<file path="config.mk">
export PLATFORM = sky130hd
export DESIGN_NAME = source_char_tokenizer_unit
export DESIGN_NICKNAME = d
export VERILOG_FILES = /design/src/hdl/sct_pkg.sv /design/src/hdl/sct_core.sv /design/src/hdl/sct_queue.sv /design/src/hdl/source_char_tokenizer_unit.sv
export SDC_FILE = /design/constraint.sdc
export NUM_CORES = 1
export LEC_CHECK = 0
export ABC_AREA = 1
export ABC_CLOCK_PERIOD_IN_PS = 3890
export BUFFER_PORTS_ARGS = -buffer_cell sky130_fd_sc_hd__buf_2
export CORE_ASPECT_RATIO = 1.2
export CORE_MARGIN = 5
export CORE_UTILIZATION = 40
export DETAILED_ROUTE_END_ITERATION = 10
export SLEW_MARGIN = 20
export SYNTH_ARGS = -nofsm -noshare
export SYNTH_HDL_FRONTEND = slang
export SYNTH_SLANG_ARGS = --single-unit
</file>
<file path="constraint.sdc">
create_clock -name clk -period 3.89 [get_ports clk]
set_input_delay 0.1945 -clock clk [delete_from_list [all_inputs] [get_ports clk]]
set_output_delay 0.1945 -clock clk [all_outputs]
set_load 0.05 [all_outputs]
</file>
<file path="src/hdl/sct_pkg.sv">
// Shared types and constants for the source character tokenizer.
// Holds token kind codes, pending class states and the keyword table.
// No dependencies.
`timescale 1ns / 1ps

package sct_pkg;

  localparam int KIND_W = 6;
  localparam int KW_COUNT = 15;
  localparam int KW_MAX_CHARS = 6;

  typedef logic [KIND_W-1:0] kind_t;

  localparam kind_t KIND_IDENT   = 6'd15;
  localparam kind_t KIND_INT     = 6'd16;
  localparam kind_t KIND_EQEQ    = 6'd17;
  localparam kind_t KIND_ASSIGN  = 6'd18;
  localparam kind_t KIND_SEMI    = 6'd19;
  localparam kind_t KIND_LPAREN  = 6'd20;
  localparam kind_t KIND_RPAREN  = 6'd21;
  localparam kind_t KIND_LBRACE  = 6'd22;
  localparam kind_t KIND_RBRACE  = 6'd23;
  localparam kind_t KIND_COMMA   = 6'd24;
  localparam kind_t KIND_PLUS    = 6'd25;
  localparam kind_t KIND_MINUS   = 6'd26;
  localparam kind_t KIND_STAR    = 6'd27;
  localparam kind_t KIND_SLASH   = 6'd28;
  localparam kind_t KIND_LESS    = 6'd29;
  localparam kind_t KIND_GREATER = 6'd30;
  localparam kind_t KIND_NOTEQ   = 6'd31;
  localparam kind_t KIND_ILLEGAL = 6'd32;
  localparam kind_t KIND_END     = 6'd33;

  typedef enum logic [2:0] {
    PC_NONE   = 3'd0,
    PC_IDENT  = 3'd1,
    PC_NUMBER = 3'd2,
    PC_EQ     = 3'd3,
    PC_BANG   = 3'd4
  } pend_class_t;

  // Keyword text is right-justified: the last character sits in bits [7:0].
  localparam logic [8*KW_MAX_CHARS-1:0] KW_TEXT [KW_COUNT] = '{
    48'("def"), 48'("class"), 48'("struct"), 48'("return"), 48'("int32"),
    48'("float"), 48'("bool"), 48'("char"), 48'("list"), 48'("if"),
    48'("elif"), 48'("else"), 48'("true"), 48'("false"), 48'("while")
  };
  localparam int KW_LEN [KW_COUNT] = '{3, 5, 6, 6, 5, 5, 4, 4, 4, 2, 4, 4, 4, 5, 5};

  function automatic kind_t single_kind(input logic [7:0] c);
    kind_t k;
    case (c)
      8'h3B:   k = KIND_SEMI;
      8'h28:   k = KIND_LPAREN;
      8'h29:   k = KIND_RPAREN;
      8'h7B:   k = KIND_LBRACE;
      8'h7D:   k = KIND_RBRACE;
      8'h2C:   k = KIND_COMMA;
      8'h2B:   k = KIND_PLUS;
      8'h2D:   k = KIND_MINUS;
      8'h2A:   k = KIND_STAR;
      8'h2F:   k = KIND_SLASH;
      8'h3C:   k = KIND_LESS;
      8'h3E:   k = KIND_GREATER;
      default: k = KIND_ILLEGAL;
    endcase
    return k;
  endfunction

endpackage

</file>
<file path="src/hdl/sct_core.sv">
// Tokenizer state and per-byte step logic; emits up to two result words per byte.
// Depends on sct_pkg.
`timescale 1ns / 1ps

module sct_core #(
  parameter int KEYWORD_CHARS = 6,
  parameter int POS_WIDTH = 32,
  parameter int LEN_WIDTH = 16,
  parameter int RES_W = sct_pkg::KIND_W + POS_WIDTH + LEN_WIDTH + 1
) (
  input  logic             clk,
  input  logic             rst_n,
  input  logic             take,
  input  logic [7:0]       ch,
  input  logic             eoi,
  output logic [1:0]       push_n,
  output logic [RES_W-1:0] push_d0,
  output logic [RES_W-1:0] push_d1
);
  import sct_pkg::*;

  pend_class_t pc_r, pc_nxt;
  logic [LEN_WIDTH-1:0] cnt_r, cnt_nxt;
  logic [POS_WIDTH-1:0] tb_r, tb_nxt;
  logic [POS_WIDTH-1:0] bp_r, bp_nxt;
  logic [7:0] kb_r [KEYWORD_CHARS];

  logic kb_we;
  logic [LEN_WIDTH-1:0] kb_sel;

  logic term, is_space, is_digit, is_alpha, ident_ch, start_cls;
  logic fl_valid, fr_emit;
  kind_t fl_kind, id_kind;
  logic [LEN_WIDTH-1:0] fl_len, cnt_inc;
  logic kw_same, kw_hit;

  logic fa, fb;
  kind_t ka, kb;
  logic [POS_WIDTH-1:0] sa, sb;
  logic [LEN_WIDTH-1:0] la, lb;

  assign term     = eoi || (ch == 8'd0);
  assign is_space = (ch == 8'd32) || (ch >= 8'd9 && ch <= 8'd13);
  assign is_digit = (ch >= 8'h30) && (ch <= 8'h39);
  assign is_alpha = ((ch >= 8'h61) && (ch <= 8'h7A)) || ((ch >= 8'h41) && (ch <= 8'h5A));
  assign ident_ch = is_alpha || is_digit || (ch == 8'h5F);
  assign start_cls = ident_ch || (ch == 8'h3D) || (ch == 8'h21);
  assign fr_emit  = !is_space && !start_cls;
  assign cnt_inc  = (cnt_r == {LEN_WIDTH{1'b1}}) ? cnt_r : cnt_r + LEN_WIDTH'(1);

  always_comb begin
    id_kind = KIND_IDENT;
    kw_hit = 1'b0;
    kw_same = 1'b0;
    if (32'(cnt_r) <= KEYWORD_CHARS) begin
      for (int k = 0; k < KW_COUNT; k++) begin
        kw_same = (32'(cnt_r) == KW_LEN[k]);
        for (int i = 0; i < KW_MAX_CHARS; i++) begin
          if (i < KW_LEN[k] && kb_r[i] != KW_TEXT[k][8*(KW_LEN[k]-1-i) +: 8]) begin
            kw_same = 1'b0;
          end
        end
        if (kw_same && !kw_hit) begin
          kw_hit = 1'b1;
          id_kind = KIND_W'(k);
        end
      end
    end
  end

  always_comb begin
    fl_valid = (pc_r != PC_NONE);
    fl_len = LEN_WIDTH'(1);
    case (pc_r)
      PC_IDENT: begin
        fl_kind = id_kind;
        fl_len = cnt_r;
      end
      PC_NUMBER: begin
        fl_kind = KIND_INT;
        fl_len = cnt_r;
      end
      PC_EQ:   fl_kind = KIND_ASSIGN;
      PC_BANG: fl_kind = KIND_ILLEGAL;
      default: fl_kind = KIND_ILLEGAL;
    endcase
  end

  always_comb begin
    pc_nxt = pc_r;
    cnt_nxt = cnt_r;
    tb_nxt = tb_r;
    bp_nxt = bp_r;
    kb_we = 1'b0;
    kb_sel = cnt_r;
    fa = 1'b0;
    fb = 1'b0;
    ka = fl_kind;
    sa = tb_r;
    la = fl_len;
    kb = KIND_END;
    sb = bp_r;
    lb = '0;
    if (take) begin
      if (term) begin
        fa = fl_valid;
        fb = 1'b1;
        pc_nxt = PC_NONE;
        cnt_nxt = '0;
        tb_nxt = '0;
        bp_nxt = '0;
      end else begin
        bp_nxt = bp_r + POS_WIDTH'(1);
        if (pc_r == PC_IDENT && ident_ch) begin
          kb_we = (32'(cnt_r) < KEYWORD_CHARS);
          cnt_nxt = cnt_inc;
        end else if (pc_r == PC_NUMBER && is_digit) begin
          cnt_nxt = cnt_inc;
        end else if ((pc_r == PC_EQ || pc_r == PC_BANG) && ch == 8'h3D) begin
          fa = 1'b1;
          ka = (pc_r == PC_EQ) ? KIND_EQEQ : KIND_NOTEQ;
          la = LEN_WIDTH'(2);
          pc_nxt = PC_NONE;
        end else begin
          fa = fl_valid;
          pc_nxt = PC_NONE;
          if (!is_space) begin
            tb_nxt = bp_r;
            cnt_nxt = LEN_WIDTH'(1);
          end
          if (is_alpha || ch == 8'h5F) begin
            pc_nxt = PC_IDENT;
            kb_we = 1'b1;
            kb_sel = '0;
          end else if (is_digit) begin
            pc_nxt = PC_NUMBER;
          end else if (ch == 8'h3D) begin
            pc_nxt = PC_EQ;
          end else if (ch == 8'h21) begin
            pc_nxt = PC_BANG;
          end
          if (fr_emit) begin
            fb = 1'b1;
            kb = single_kind(ch);
            lb = LEN_WIDTH'(1);
          end
        end
      end
    end
  end

  always_comb begin
    push_n = {1'b0, fa} + {1'b0, fb};
    push_d1 = {kb, sb, lb, 1'b1};
    push_d0 = fa ? {ka, sa, la, !fb} : push_d1;
  end

  always_ff @(posedge clk) begin
    if (!rst_n) begin
      pc_r <= PC_NONE;
      cnt_r <= '0;
      tb_r <= '0;
      bp_r <= '0;
    end else begin
      pc_r <= pc_nxt;
      cnt_r <= cnt_nxt;
      tb_r <= tb_nxt;
      bp_r <= bp_nxt;
    end
  end

  always_ff @(posedge clk) begin
    for (int i = 0; i < KEYWORD_CHARS; i++) begin
      if (kb_we && 32'(kb_sel) == i) begin
        kb_r[i] <= ch;
      end
    end
  end

endmodule

</file>
<file path="src/hdl/sct_queue.sv">
// Small result queue that takes up to two words per cycle and hands out one.
// No package dependencies; it stores the words without looking inside them.
`timescale 1ns / 1ps

module sct_queue #(
  parameter int WIDTH = 56,
  parameter int DEPTH = 4
) (
  input  logic             clk,
  input  logic             rst_n,
  input  logic [1:0]       push_n,
  input  logic [WIDTH-1:0] push_d0,
  input  logic [WIDTH-1:0] push_d1,
  output logic             room2,
  output logic             pop_valid,
  input  logic             pop_ready,
  output logic [WIDTH-1:0] pop_d
);
  localparam int PTR_W = $clog2(DEPTH);
  localparam int CNT_W = $clog2(DEPTH + 1);

  logic [WIDTH-1:0] mem_r [DEPTH];
  logic [PTR_W-1:0] wp_r, wp_nxt, rp_r, rp_nxt, wp1;
  logic [CNT_W-1:0] cnt_r, cnt_nxt;
  logic pop;

  function automatic logic [PTR_W-1:0] bump(input logic [PTR_W-1:0] p);
    return (32'(p) == DEPTH - 1) ? '0 : p + PTR_W'(1);
  endfunction

  assign wp1 = bump(wp_r);
  assign pop = pop_valid && pop_ready;
  assign pop_valid = (cnt_r != '0);
  assign pop_d = mem_r[rp_r];
  assign room2 = (32'(cnt_r) <= DEPTH - 2);

  always_comb begin
    wp_nxt = wp_r;
    if (push_n == 2'd1) begin
      wp_nxt = wp1;
    end else if (push_n == 2'd2) begin
      wp_nxt = bump(wp1);
    end
    rp_nxt = pop ? bump(rp_r) : rp_r;
    cnt_nxt = cnt_r + CNT_W'(push_n) - CNT_W'(pop);
  end

  always_ff @(posedge clk) begin
    if (!rst_n) begin
      wp_r <= '0;
      rp_r <= '0;
      cnt_r <= '0;
    end else begin
      wp_r <= wp_nxt;
      rp_r <= rp_nxt;
      cnt_r <= cnt_nxt;
    end
  end

  always_ff @(posedge clk) begin
    if (push_n != 2'd0) begin
      mem_r[wp_r] <= push_d0;
    end
    if (push_n == 2'd2) begin
      mem_r[wp1] <= push_d1;
    end
  end

endmodule

</file>
<file path="src/hdl/source_char_tokenizer_unit.sv">
// Top level of the source character tokenizer: step logic plus result queue.
// Depends on sct_pkg, sct_core and sct_queue.
// Each token is written to the result queue when the byte that ends it is taken.
// Throughput: one byte per cycle while in_ready is high; a byte can close two tokens.
// in_ready is high while the four-word result queue has two free words.
// Synchronous reset clears the pending token, the position and the queue.
`timescale 1ns / 1ps

module source_char_tokenizer_unit #(
  parameter int KEYWORD_CHARS = 6,
  parameter int POS_WIDTH = 32,
  parameter int LEN_WIDTH = 16
) (
  input  logic                      clk,
  input  logic                      rst_n,
  input  logic                      in_valid,
  output logic                      in_ready,
  input  logic [7:0]                in_ch,
  input  logic                      in_end_of_input,
  output logic                      out_valid,
  input  logic                      out_ready,
  output logic [sct_pkg::KIND_W-1:0] out_token_kind,
  output logic [POS_WIDTH-1:0]      out_token_start,
  output logic [LEN_WIDTH-1:0]      out_token_length,
  output logic                      out_last
);
  import sct_pkg::*;

  localparam int RES_W = KIND_W + POS_WIDTH + LEN_WIDTH + 1;
  localparam int QUEUE_DEPTH = 4;

  logic take;
  logic [1:0] push_n;
  logic [RES_W-1:0] push_d0, push_d1, pop_d;

  assign take = in_valid && in_ready;

  sct_core #(
    .KEYWORD_CHARS(KEYWORD_CHARS),
    .POS_WIDTH(POS_WIDTH),
    .LEN_WIDTH(LEN_WIDTH),
    .RES_W(RES_W)
  ) u_core (
    .clk(clk),
    .rst_n(rst_n),
    .take(take),
    .ch(in_ch),
    .eoi(in_end_of_input),
    .push_n(push_n),
    .push_d0(push_d0),
    .push_d1(push_d1)
  );

  sct_queue #(
    .WIDTH(RES_W),
    .DEPTH(QUEUE_DEPTH)
  ) u_queue (
    .clk(clk),
    .rst_n(rst_n),
    .push_n(push_n),
    .push_d0(push_d0),
    .push_d1(push_d1),
    .room2(in_ready),
    .pop_valid(out_valid),
    .pop_ready(out_ready),
    .pop_d(pop_d)
  );

  assign {out_token_kind, out_token_start, out_token_length, out_last} = pop_d;

endmodule

</file>
Word level (Yosys, flattened, before mapping)
Memories as Yosys holds them, arrays and structs flattened. A register that Yosys moved wholly into a read port is not among the register bits.
Cells that the tools add are included.
{ "op_classes": {"addsub": 8, "magnitude_cmp": 11, "n_eq_ne": 89, "muxes": 230, "n_reduce_logical": 71} }
{ "op_table": {"columns": ["operator", "count"], "rows": [
  ["two-way mux 16 bit", 23],
  ["!= test 8 x 7 -> 1 bit, second input constant", 45],
  ["two-way mux 32 bit", 6],
  ["two-way mux 6 bit", 26],
  ["two-way mux 1 bit", 145],
  ["equality test 8 x 6 -> 1 bit, second input constant", 13],
  ["equality test 16 x 3 -> 1 bit, second input constant", 5],
  ["case mux 6 bit (12 select lines)", 1],
  ["equality test 16 x 2 -> 1 bit, second input constant", 4],
  ["two-way mux 55 bit", 1],
  ["two-way mux 8 bit", 5],
  ["OR reduction 8 bit", 5],
  ["two-way mux 3 bit", 13],
  ["adder 32 x 1 -> 32 bit, second input constant", 1],
  ["logical AND 1 bit", 30],
  ["equality test 8 x 7 -> 1 bit, second input constant", 3],
  ["case mux 6 bit (3 select lines)", 1],
  ["logical NOT 1 bit", 17],
  ["adder 16 x 1 -> 16 bit, second input constant", 1],
  ["equality test 16 x 1 -> 1 bit, second input constant", 1],
  ["equality test 16 bit, second input constant", 1],
  ["greater-or-equal comparator 8 x 7 -> 1 bit, second input constant", 2],
  ["<= comparator 16 x 3 -> 1 bit, second input constant", 1],
  ["<= comparator 8 x 7 -> 1 bit, second input constant", 2],
  ["29 further kinds", 57]
]} }
{ "word_totals": {"regBits": 90, "mem_bits_rw": 268, "inputBits": 13, "output_inout_bits": 57, "elab_cells": 418, "memories": 2} }
{ "mem_list": {"columns": ["name", "depth", "word_bits", "rd", "rd_ports_with_merged_regs", "write_ports", "line_no", "rtl"], "rows": [
  ["u_queue.mem_r", 4, 55, 1, 1, 2, "sct_queue.sv:22", "logic [WIDTH-1:0] mem_r [DEPTH];"],
  ["u_core.kb_r", 6, 8, 6, 0, 1, "sct_core.sv:26", "logic [7:0] kb_r [KEYWORD_CHARS];"]
]} }

Longest topological paths before layout
Gate-level depths: netlist of run 1.
An unclocked memory read counts as a cell.
{ "logic_depth": {"word_depth": 71, "ltp_mapped": 22, "mapped_depth_nobuf": 19} }

Hierarchy
From an unflattened synthesis of run 1, not the netlist that was laid out.
{ "unflattened": {"cells_unflattened": 2408, "hier_area_um2": 19672.6} }
{ "modules_own_cells": {"columns": ["module", "n_inst", "cells_each", "area_per_inst_um2", "seq_area_each_um2"], "rows": [
  ["sct_queue", 1, 1163, 11197.0, 6786.5],
  ["sct_core", 1, 1243, 8468.1, 3103.0],
  ["source_char_tokenizer_unit", 1, 2, 7.5, 0.0]
]} }

Worst setup path after synthesis of run 1
Ideal clock, no wire load.
{ "synth_path": {"path_kind": "register to register", "start": "register u_queue.cnt_r[2]", "end": "memory u_queue.mem_r[0][10] in the netlist's numbering", "setup_ns": 0.129, "t_arrival_ns": 4.138, "required_ns": 3.761, "path_slack_ns": -0.377, "stages_incl_launch_ff": 15, "path_buffers": 3, "cell_sequence": "dfxtp_1 a21oi_1 nand2_1 clkinv_1 nand3_4 inv_2 buf_2 ha_1 clkbuf_1 nand2_1 nand2_1 inv_1 clkbuf_1 nand2_1 o21ai_0"} }
{ "synth_rtl": {"columns": ["element", "line_no", "rtl"], "rows": [
  ["from (decl)", "sct_queue.sv:24", "logic [CNT_W-1:0] cnt_r, cnt_nxt;"],
  ["from (signal assigned)", "sct_queue.sv:56", "cnt_r <= cnt_nxt;"],
  ["to (decl)", "sct_queue.sv:22", null]
]} }

==> impl_metrics.py, run 1 <==
metrics = {
    "floorplan": {
        "io_pins": 70,
        "die_h_um": 241,
        "die-width_um": 202.5,
        "core.rowCount": 84,
        "initial_core_util_pct": 40.49,
        "core_region_area_um2": 43930,
        "dieArea_um2": 48800,
    },
    "logic_synthesis": {
        "yosys_warnings": 0,
        "synth_top_area_share_pct": 34.44,
        "synth_largest_area_cell": "edfxtp_1",
        "synthFlopType": "edfxtp_1",
        "syn_inst": 2109,
        "syn_nets": 2143,
        "synth_most_common_cell": "nand2_1",
        "yosysSeqAreaShare_pct": 52.00,
        "syn_avg_cell_area_um2": 8.434,
        "synth.area.top_cells": "edfxtp_1 34%, dfxtp_1 18%, nand2_1 7.6%, o22ai_1 6.2%, nor2_1 6.0%",
        "netlist-cell-type-count": 52,
        "ys_seq_elements": 360,
        "synth_edf_count": 204,
        "syn-cell-area_um2": 17790,
        "synthArstFlopShare_pct": 0,
        "synth_commonest_cells": "362 x nand2_1, 284 x nor2_1, 204 x edfxtp_1",
    },
    "clock_network": {
        "cts_buffer_depth": 3,
        "cts_hold_buffers": 4,
        "cts-root-buf": "clkbuf_16",
        "cts_made_buffers": 38,
        "clock-sinks": 360,
        "post_cts_buffers": 0,
        "clk_pin_slew_ns": 0.06,
        "cts_htree_levels": 2,
        "ctsResizeCount": 0,
        "cts_tree": "done",
        "insertion_delay_ns": 0.55,
    },
    "worst_hold_path": {
        "hold_depth": 1,
        "hp-class": "primary input to flip-flop",
        "holdPathEnd": "u_core.kb_r[0][3]",
        "min_from": "in_ch[3]",
    },
    "timing": {
        "timing.hold.ws_ns": 0.02297,
        "max_freq_ghz": 0.3010,
        "maxSlewHeadroom_pct": 40.83,
        "tns_ns": 0,
        "layout_setup_ws_ns": 0.5676,
        "skew_ns": 0.02071,
        "fin_crit_ns": 3.322,
        "hold_viol": 0,
        "fin_crit_sh_pct": 85.41,
        "slew_viol_final": 0,
        "worst_slew_pin_slew_ns": 0.8794,
        "rsz0062_at_grt": "no",
        "setup_viol": 0,
    },
    "setup_path": {
        "crit_fanout": 36,
        "crit_path_start_kind": "primary input",
        "criticalPathCategory": "primary input to flip-flop",
        "reg2reg_from": "u_queue.cnt_r[0]",
        "crit_required_ns": 4.36,
        "rrSetupSlack_ns": 0.82,
        "r2r_end": "u_queue.mem_r[0][12]",
        "crit_path_end_kind": "flip-flop",
        "rr_worst_depth": 12,
        "arrival_ns": 3.79,
    },
    "final_layout": {
        "finalNonFillerCells": 2746,
        "nets": 2190,
        "synthToLayoutAreaGrowth_pct": 12.43,
        "drive_gt1_share_pct": 11.89,
        "stdcell_area_um2": 20000,
        "utilization_pct": 45.52,
        "n_fill_cell": 4297,
    },
    "global_routing": {
        "grt_max_degree": 77,
        "grtUsageTotal_pct": 20.99,
        "grt_pass1_vias": 14644,
        "antenna_found_initial": 0,
        "grt_overflow_total": 0,
        "grt_pass1_wl_um": 81810,
    },
    "routing": {
        "post_drt_wl_per_cell_um": 19.20,
        "drc": 0,
        "routed_via_density": 5.618,
        "wirelength_um": 52720,
        "firstDrtPassIters": 5,
        "via_count": 15426,
        "drt_iter0_drc": 1271,
        "ant_nets": 0,
    },
    "power": {
        "power_density_nw_per_um2": 624.1,
        "power.internal_mw": 7.551,
        "pwr-share-seq_pct": 37.2,
        "p_sw_mw": 4.929,
        "power.leakage_nw": 7.141,
        "ir_drop_uv": 611.4,
        "p_total_mw": 12.48,
        "comb_power_share_pct": 33.5,
        "swShare_pct": 39.50,
        "clkPwrFrac_pct": 29.3,
    },
    "place": {
        "place.gp.congestion": 0.8444,
        "dpl_cell_area_um2": 18700,
        "io_buffers": 69,
        "dp_cells": 2671,
        "dpl_worst_slack_ns": 0.5925,
        "hpwl_um": 34450,
    },
    "flow_run": {
        "cap_viol_max_count": 0,
    },
    "outcome": {
        "status": "completed",
    },
}
-- worst max-delay path by stage --
stage / from / endpoint / slack (ns)
global route: in_ch[6] / u_queue.mem_r[0][4] / 0.32
detailed placement: in_ch[2] / u_queue.mem_r[0][15] / 0.59
floorplan: u_queue.cnt_r[2] / u_queue.mem_r[3][22] / 0.02
CTS: in_ch[6] / u_queue.mem_r[0][12] / 0.66
global placement: in_ch[0] / u_queue.mem_r[1][31] / 0.72
finish: in_ch[6] / u_queue.mem_r[0][12] / 0.57
-- routing by layer --
| metal | wire length (um) | track usage (%) |
|---|---|---|
| met2 | 26170 | 36.99 |
| met5 | 0 | 0 |
| met1 | 21790 | 26.80 |
| met4 | 1331 | 6.154 |
| met3 | 3431 | 3.440 |
-- sequential cells by signal, summed over array words and instances (netlist names), named ones only --
signal	cells
u_core.kb_r	48
u_queue.cnt_r	3
u_queue.rp_r	2
u_queue.mem_r	220
u_core.bp_r	32
u_core.sa	32
u_queue.wp_r	2
u_core.pc_r	3
u_core.cnt_r	16
-- cell families (layout without fill, tap and decap cells) --
kind of cell | Yosys count | count (layout) | synth area share [%]
flip-flops | 360 | 360 | 52.00
buffers and inverters | 294 | 371 | 6.725
AND/OR/NAND/NOR | 887 | 887 | 21.36
XOR/XNOR | 12 | 12 | 0.5909
adder cells (fa/ha/maj) | 21 | 21 | 1.519
other | 0 | 1 | 0
AO/OA/AOI/OAI | 535 | 535 | 17.80
-- critical path, stage by stage --
cell and delay [ns]:
dlygate4sd3_1 0.54, buf_2 0.18, nor2_2 0.15, nand3_1 0.20, nor4_1 0.39, nor2_1 0.14
nand2_1 0.10, a21oi_1 0.11, ha_1 0.29, nand2_1 0.10, buf_4 0.48, nand2_2 0.21
inv_1 0.45, nand2_1 0.11, o21ai_0 0.11
-- power groups by stage --
stage	clock (mW)	sequential, mW	combinational [mW]
3_5_place_dp	0	4.72	4.20
2_1_floorplan	0	4.65	3.04
4_1_cts	3.72	4.64	4.21
5_1_grt	3.87	4.67	4.48
6_report	3.65	4.64	4.18
3_3_place_gp	0	4.71	4.15
-- cells in the final DEF (no fill, tap or decap), types with 32 or more instances in the layout --
cell type / count
nand2_1: 358
inv_1: 176
nand3_1: 125
a21oi_1: 81
o21ai_0: 203
o21ai_2: 32
clkbuf_16: 40
nor2_1: 284
o22ai_1: 176
nor3_1: 39
edfxtp_1: 204
buf_2: 69
buf_4: 34
dfxtp_1: 154
-- layout make-up --
cell class / count / area [um2] / share of cell area [%]
Antenna cell: 1 / 2.502 / 0.01251
Clock buffer: 59 / 1129 / 5.643
Clock inverter: 11 / 127.6 / 0.6382
Inverter: 190 / 713.2 / 3.566
Multi-Input combinational cell: 1455 / 7352 / 36.76
Sequential cell: 360 / 9254 / 46.27
Tap cell: 559 / 699.4 / 3.497
Timing Repair Buffer: 111 / 720.7 / 3.604
No activity file was read; power rests on OpenSTA's default activity.
==> run 2, diff against run 1 <==
--- a/config.mk
+++ b/config.mk
@@ -6,9 +6,9 @@
 export NUM_CORES = 1
 export LEC_CHECK = 0
 export ABC_AREA = 1
-export ABC_CLOCK_PERIOD_IN_PS = 3890
+export ABC_CLOCK_PERIOD_IN_PS = 4300
 export BUFFER_PORTS_ARGS = -buffer_cell sky130_fd_sc_hd__buf_2
-export CORE_ASPECT_RATIO = 1.2
+export CORE_ASPECT_RATIO = 1.1
 export CORE_MARGIN = 5
 export CORE_UTILIZATION = 40
 export DETAILED_ROUTE_END_ITERATION = 10
==> constraint.sdc (replaced) <==
create_clock -name clk -period 4.3 [get_ports clk]
set_input_delay 0.215 -clock clk [delete_from_list [all_inputs] [get_ports clk]]
set_output_delay 0.215 -clock clk [all_outputs]
set_load 0.05 [all_outputs]
==> run 2 against run 1 <==
Total power is 9.8% lower. Sequential cell count unchanged. Register-to-register slack better by 0.07 ns. Design area about the same. Highest routed layer is now met5. Final cell count increased by 0.87%. Setup slack improved by 0.012 ns. Non-clock buffer count rose by 2. Sequential share of layout area hardly changed. Via count hardly changed. Die area about the same. Global-route usage is 0.38 points higher.
==> impl_metrics.py, run 2 (synthesis results as in run 1) <==
metrics = {
    "floorplan": {
        "die-width_um": 211.1,
        "io_pins": 70,
        "dieArea_um2": 48790,
        "initial_core_util_pct": 40.25,
        "die_h_um": 231.2,
        "core_region_area_um2": 44190,
        "core.rowCount": 81,
    },
    "timing": {
        "tns_ns": 0,
        "slew_viol_final": 0,
        "skew_ns": 0.02752,
        "worst_slew_pin_slew_ns": 1.061,
        "maxSlewHeadroom_pct": 29.24,
        "layout_setup_ws_ns": 0.5794,
        "setup_viol": 0,
        "rsz0062_at_grt": "no",
        "max_freq_ghz": 0.2688,
        "fin_crit_ns": 3.721,
        "hold_viol": 0,
        "fin_crit_sh_pct": 86.53,
    },
    "final_layout": {
        "utilization_pct": 45.21,
        "finalNonFillerCells": 2770,
        "layout_commonest_cell": "nand2_1",
        "n_fill_cell": 4303,
        "final_cell_mix": "358 x nand2_1, 284 x nor2_1, 204 x edfxtp_1",
        "nets": 2193,
        "largest_reg_flops": 220,
        "reg.largest.list": "u_queue.mem_r x220, u_core.kb_r x48",
        "diodes": 0,
        "synthToLayoutAreaGrowth_pct": 12.32,
        "top_register": "u_queue.mem_r",
        "drive_gt1_share_pct": 11.88,
    },
    "routing": {
        "ant_nets": 0,
        "drc": 0,
        "wirelength_um": 53540,
        "routed_via_density": 5.565,
        "drt_iter0_drc": 1285,
        "via_count": 15415,
        "post_drt_wl_per_cell_um": 19.33,
        "firstDrtPassIters": 6,
    },
    "global_routing": {
        "grt_overflow_total": 0,
        "use_met3_pct": 3.303,
        "grt_busiest_layer": "met2",
        "use_met2_pct": 35.74,
        "grtUsageTotal_pct": 21.37,
        "antenna_found_initial": 1,
        "grt_max_degree": 74,
        "grt_pass1_vias": 14637,
        "grt_pass1_wl_um": 83190,
        "met1_usage_pct": 28.81,
    },
    "clock_network": {
        "post_cts_buffers": 0,
        "cts_buffer_depth": 3,
        "cts_made_buffers": 39,
        "clk_pin_slew_ns": 0.06,
        "ctsResizeCount": 0,
        "cts_tree": "done",
        "cts-root-buf": "clkbuf_16",
        "clock-sinks": 360,
        "cts_htree_levels": 2,
        "insertion_delay_ns": 0.56,
    },
    "setup_path": {
        "rr_worst_depth": 16,
        "endpoint": "u_queue.mem_r[0][14]",
        "reg2reg_from": "u_core.pc_r[1]",
        "crit_path_end_kind": "flip-flop",
        "arrival_ns": 4.20,
        "r2r_end": "u_queue.mem_r[0][14]",
        "slowest_stage": "inv_1",
        "rrSetupSlack_ns": 0.89,
        "startpoint": "in_ch[1]",
        "criticalPathCategory": "primary input to flip-flop",
        "cpMostUsedCell": "nand2_2",
        "crit_required_ns": 4.78,
        "crit_path_start_kind": "primary input",
        "crit_chain": "dlygate4sd3_1 > buf_2 > inv_2 > nor2_2 > nand2_1 > a21oi_2 > o21bai_2 > nand2_2 > nand2_2 > nand2_2 > nand2_4 > nand3_4 > inv_2 > ha_1 > nand2_1 > buf_4 > nand2_2 > inv_1 > nand2_1 > o21ai_0",
        "max_stage_delay_ns": 0.61,
        "crit_fanout": 36,
    },
    "place": {
        "dpl_worst_slack_ns": 0.5771,
        "io_buffers": 69,
        "dp_cells": 2695,
        "place.gp.congestion": 0.8755,
        "hpwl_um": 34600,
    },
    "power": {
        "pwr-share-seq_pct": 37.4,
        "ir_drop_uv": 358.2,
        "comb_power_share_pct": 33.9,
        "power_density_nw_per_um2": 563.3,
        "power.internal_mw": 6.736,
        "p_sw_mw": 4.519,
        "power.leakage_nw": 7.104,
        "clkPwrFrac_pct": 28.7,
        "swShare_pct": 40.15,
    },
    "flow_run": {
        "cap_viol_max_count": 0,
    },
    "worst_hold_path": {
        "hp-class": "primary input to flip-flop",
    },
    "outcome": {
        "status": "completed",
    },
}
-- run 2: cell types whose count changed in the layout (fill, tap and decap cells not counted), sizes merged --
cell / before / now
diode: 1 / 0
buf: 107 / 109
clkinvlp: 0 / 2
clkbuf: 59 / 52
clkinv: 10 / 16
-- run 2: metal layers --
metal,part of all wire [%],vias up,routed length (um)
met4,2.4,2,1273
met5,0.024,-,13
met2,47,546,25420
li1,-,7437,-
met3,6.3,106,3399
met1,44,7324,23430
-- run 2: worst min path at each step --
stage	cells after the start	slack, ns	start	endpoint
floorplan	0	0.31	in_ch[0]	u_core.kb_r[0][0]
global placement	2	0.43	u_queue.mem_r[1][9]	u_queue.mem_r[1][9]
detailed placement	2	0.44	u_queue.mem_r[2][11]	u_queue.mem_r[2][11]
CTS	1	0.01	in_ch[2]	u_core.kb_r[1][2]
global route	1	0.02	in_ch[2]	u_core.kb_r[1][2]
finish	1	0.04	in_ch[5]	u_core.kb_r[2][5]
-- run 2: power by group through the flow --
| stage | clock network, mW | registers [mW] | logic, mW |
|---|---|---|---|
| after detailed placement | 0 | 4.28 | 3.83 |
| after global routing | 3.43 | 4.24 | 4.08 |
| after floorplan | 0 | 4.22 | 2.74 |
| after CTS | 3.29 | 4.21 | 3.84 |
| after global placement | 0 | 4.27 | 3.80 |
| final | 3.23 | 4.21 | 3.82 |
-- run 2: final cells by class --
type / count / area [um2] / share of cell area [%]
multi-input combinational: 1455 / 7357 / 36.82
clock buffer: 52 / 1045 / 5.229
tap: 581 / 726.9 / 3.639
clock inverter: 19 / 172.7 / 0.8642
sequential: 360 / 9254 / 46.32
timing repair buffer: 113 / 710.7 / 3.557
inverter: 190 / 713.2 / 3.570
-- run 2: stage by stage --
step	total power, mW	area [um2]	hold slack (ns)
finish	11.25	19980	0.04386
global route	11.75	19980	0.01932
CTS	11.34	19980	0.01290
detailed placement	8.113	18720	0.4397
global placement	8.067	18720	0.4320
floorplan	6.959	17790	0.3139
-- run 2: what timing repair did --
item	in CTS	in global routing
hold endpoints to repair	18	0
hold buffers	4	0
endpoints found under the setup margin	0	0
-- run 2: critical path: cells and delay by family --
family / cells / cell delay (ns)
buffers and inverters: 6 / 1.99
adders and majority gates: 1 / 0.23
AOI/OAI and AO/OA: 3 / 0.36
and+or+nand+nor: 10 / 1.38
==> run 3, diff against run 2 <==
==> constraint.sdc (replaced) <==
create_clock -name clk -period 4.3 [get_ports clk]
set_input_delay 0.215 -clock clk [delete_from_list [all_inputs] [get_ports clk]]
set_output_delay 0.215 -clock clk [all_outputs]
set_load 0.005 [all_outputs]
==> run 3 against run 2 <==
Register-to-register slack improved by 0.09 ns. Sequential share of layout area barely moved. Setup slack improved by 0.23 ns. Routed wire length rose by 0.22%. Utilization barely moved. Critical path depth decreased by 5. Clock power rose by 2%. Total power decreased by 8.5%. Critical path type unchanged. Largest cell class unchanged.
==> impl_metrics.py, run 3 (synthesis results as in run 1) <==
metrics = {
    "outcome": {
        "status": "completed",
    },
    "setup_path": {
        "crit_required_ns": 4.77,
        "max_stage_delay_ns": 0.54,
        "arrival_ns": 3.96,
        "crit_path_end_kind": "flip-flop",
        "path_delay_family": "buffers and inverters",
        "crit_chain": "dlygate4sd3_1 > buf_2 > nor2_2 > nand3_1 > o21ai_0 > nor2_1 > nand2_1 > a21oi_1 > ha_1 > nand2_1 > buf_4 > nand2_2 > inv_1 > nand2_1 > o21ai_0",
        "rrSetupSlack_ns": 0.98,
        "criticalPathCategory": "primary input to flip-flop",
        "cp_num_buf_inv": 4,
        "slowest_stage": "inv_1",
        "cpMostUsedCell": "nand2_1",
        "crit_fanout": 36,
        "crit_path_start_kind": "primary input",
    },
    "power": {
        "pwr-share-seq_pct": 41.1,
        "power.internal_mw": 6.777,
        "comb_power_share_pct": 26.9,
        "clkPwrFrac_pct": 32.0,
        "ir_drop_uv": 346.9,
        "power_density_nw_per_um2": 515.1,
        "power.leakage_nw": 7.113,
        "p_sw_mw": 3.516,
        "swShare_pct": 34.16,
    },
    "final_layout": {
        "synthToLayoutAreaGrowth_pct": 12.34,
        "nets": 2189,
        "top_register": "u_queue.mem_r",
        "drive_gt1_share_pct": 11.95,
        "reg.largest.list": "u_queue.mem_r x220, u_core.kb_r x48",
        "largest_reg_flops": 220,
        "diodes": 0,
        "utilization_pct": 45.22,
        "layout_commonest_cell": "nand2_1",
        "final_cell_mix": "358 x nand2_1, 284 x nor2_1, 204 x edfxtp_1",
    },
    "floorplan": {
        "die_h_um": 231.2,
        "initial_core_util_pct": 40.25,
        "die-width_um": 211.1,
        "dieArea_um2": 48790,
        "core.rowCount": 81,
        "core_region_area_um2": 44190,
        "io_pins": 70,
    },
    "global_routing": {
        "grt_pass1_vias": 14775,
        "grt_max_degree": 73,
        "grt_pass1_wl_um": 82940,
        "antenna_found_initial": 2,
        "grt_overflow_total": 0,
        "grtUsageTotal_pct": 21.32,
    },
    "routing": {
        "via_count": 15510,
        "drt_iter0_drc": 1413,
        "post_drt_wl_per_cell_um": 19.40,
        "wirelength_um": 53660,
        "drc": 0,
        "ant_nets": 0,
        "firstDrtPassIters": 7,
        "routed_via_density": 5.607,
    },
    "timing": {
        "worst_slew_pin_slew_ns": 1.076,
        "hold_viol": 0,
        "tns_ns": 0,
        "setup_viol": 0,
        "max_freq_ghz": 0.2865,
        "fin_crit_sh_pct": 81.16,
        "slew_viol_final": 0,
        "fin_crit_ns": 3.490,
        "maxSlewHeadroom_pct": 28.25,
        "skew_ns": 0.02521,
        "rsz0062_at_grt": "no",
    },
    "clock_network": {
        "insertion_delay_ns": 0.56,
        "cts_htree_levels": 2,
        "ctsResizeCount": 0,
        "clock-sinks": 360,
        "cts_made_buffers": 39,
        "cts_buffer_depth": 3,
        "clk_pin_slew_ns": 0.06,
        "cts-root-buf": "clkbuf_16",
        "cts_tree": "done",
    },
    "worst_hold_path": {
        "hp-class": "primary input to flip-flop",
    },
    "flow_run": {
        "cap_viol_max_count": 0,
    },
    "place": {
        "hpwl_um": 34490,
        "place.gp.congestion": 0.8853,
        "io_buffers": 69,
    },
}
-- run 3: changes by cell type in the layout (fill, tap and decap cells not counted) --
cell           delta
buf_12            +1
clkbuf_1          -3
clkinvlp_2        -1
buf_4             -3
clkbuf_8          +1
clkinv_2          +2
clkinv_8          -1
clkbuf_16         +1
dlygate4sd3_1     -2
inv_6             +1
-- run 3: timing repair --
| item | in CTS | in global routing |
|---|---|---|
| hold buffers | 2 | 0 |
| buffers inserted | 0 | 0 |
| endpoints found under the hold margin | 12 | 0 |
-- run 3: power groups by stage --
stage | logic [mW] | registers [mW] | clock network (mW)
after floorplan | 1.71 | 4.22 | 0
after global placement | 2.74 | 4.29 | 0
after detailed placement | 2.78 | 4.30 | 0
after CTS | 2.78 | 4.23 | 3.34
after global routing | 3.02 | 4.26 | 3.48
final | 2.77 | 4.23 | 3.29
-- run 3: layer usage --
layer,vias to the layer above,wire (um),GRT usage [%]
met5,-,13,0
met4,2,1602,7.173
met3,108,3508,3.506
met2,552,25310,34.84
met1,7418,23220,28.91
li1,7430,-,-
-- run 3: stage by stage --
step	power (mW)	worst slack [ns]	area [um2]	instances	hold WS (ns)
floorplan	5.932	0.8012	17790	2109	0.3139
global placement	7.034	0.8101	18720	2693	0.4337
detailed placement	7.079	0.7000	18720	2693	0.4395
CTS	10.36	0.8680	19980	2766	0.02029
global route	10.76	0.4747	19980	2766	0.02887
finish	10.29	0.8099	19980	2766	0.03837
-- run 3: worst paths after layout --
check                            start                    to  cells past startpoint
setup / recovery              in_ch[6]   u_queue.mem_r[1][3]                     15
hold / removal                in_ch[4]     u_core.kb_r[2][4]                      1
setup reg to reg      u_queue.cnt_r[2]   u_queue.mem_r[1][3]                     14
hold reg to reg   u_queue.mem_r[1][13]  u_queue.mem_r[1][13]                      2
-- run 3: area by class of cell --
| type | instances | area [um2] |
|---|---|---|
| timing repair buffer | 109 | 688.2 |
| clock inverter | 20 | 170.2 |
| tap | 581 | 726.9 |
| inverter | 190 | 713.2 |
| clock buffer | 51 | 1072 |
| multi-input combinational | 1455 | 7357 |
| sequential | 360 | 9254 |
| fill | 4423 | 24210 |
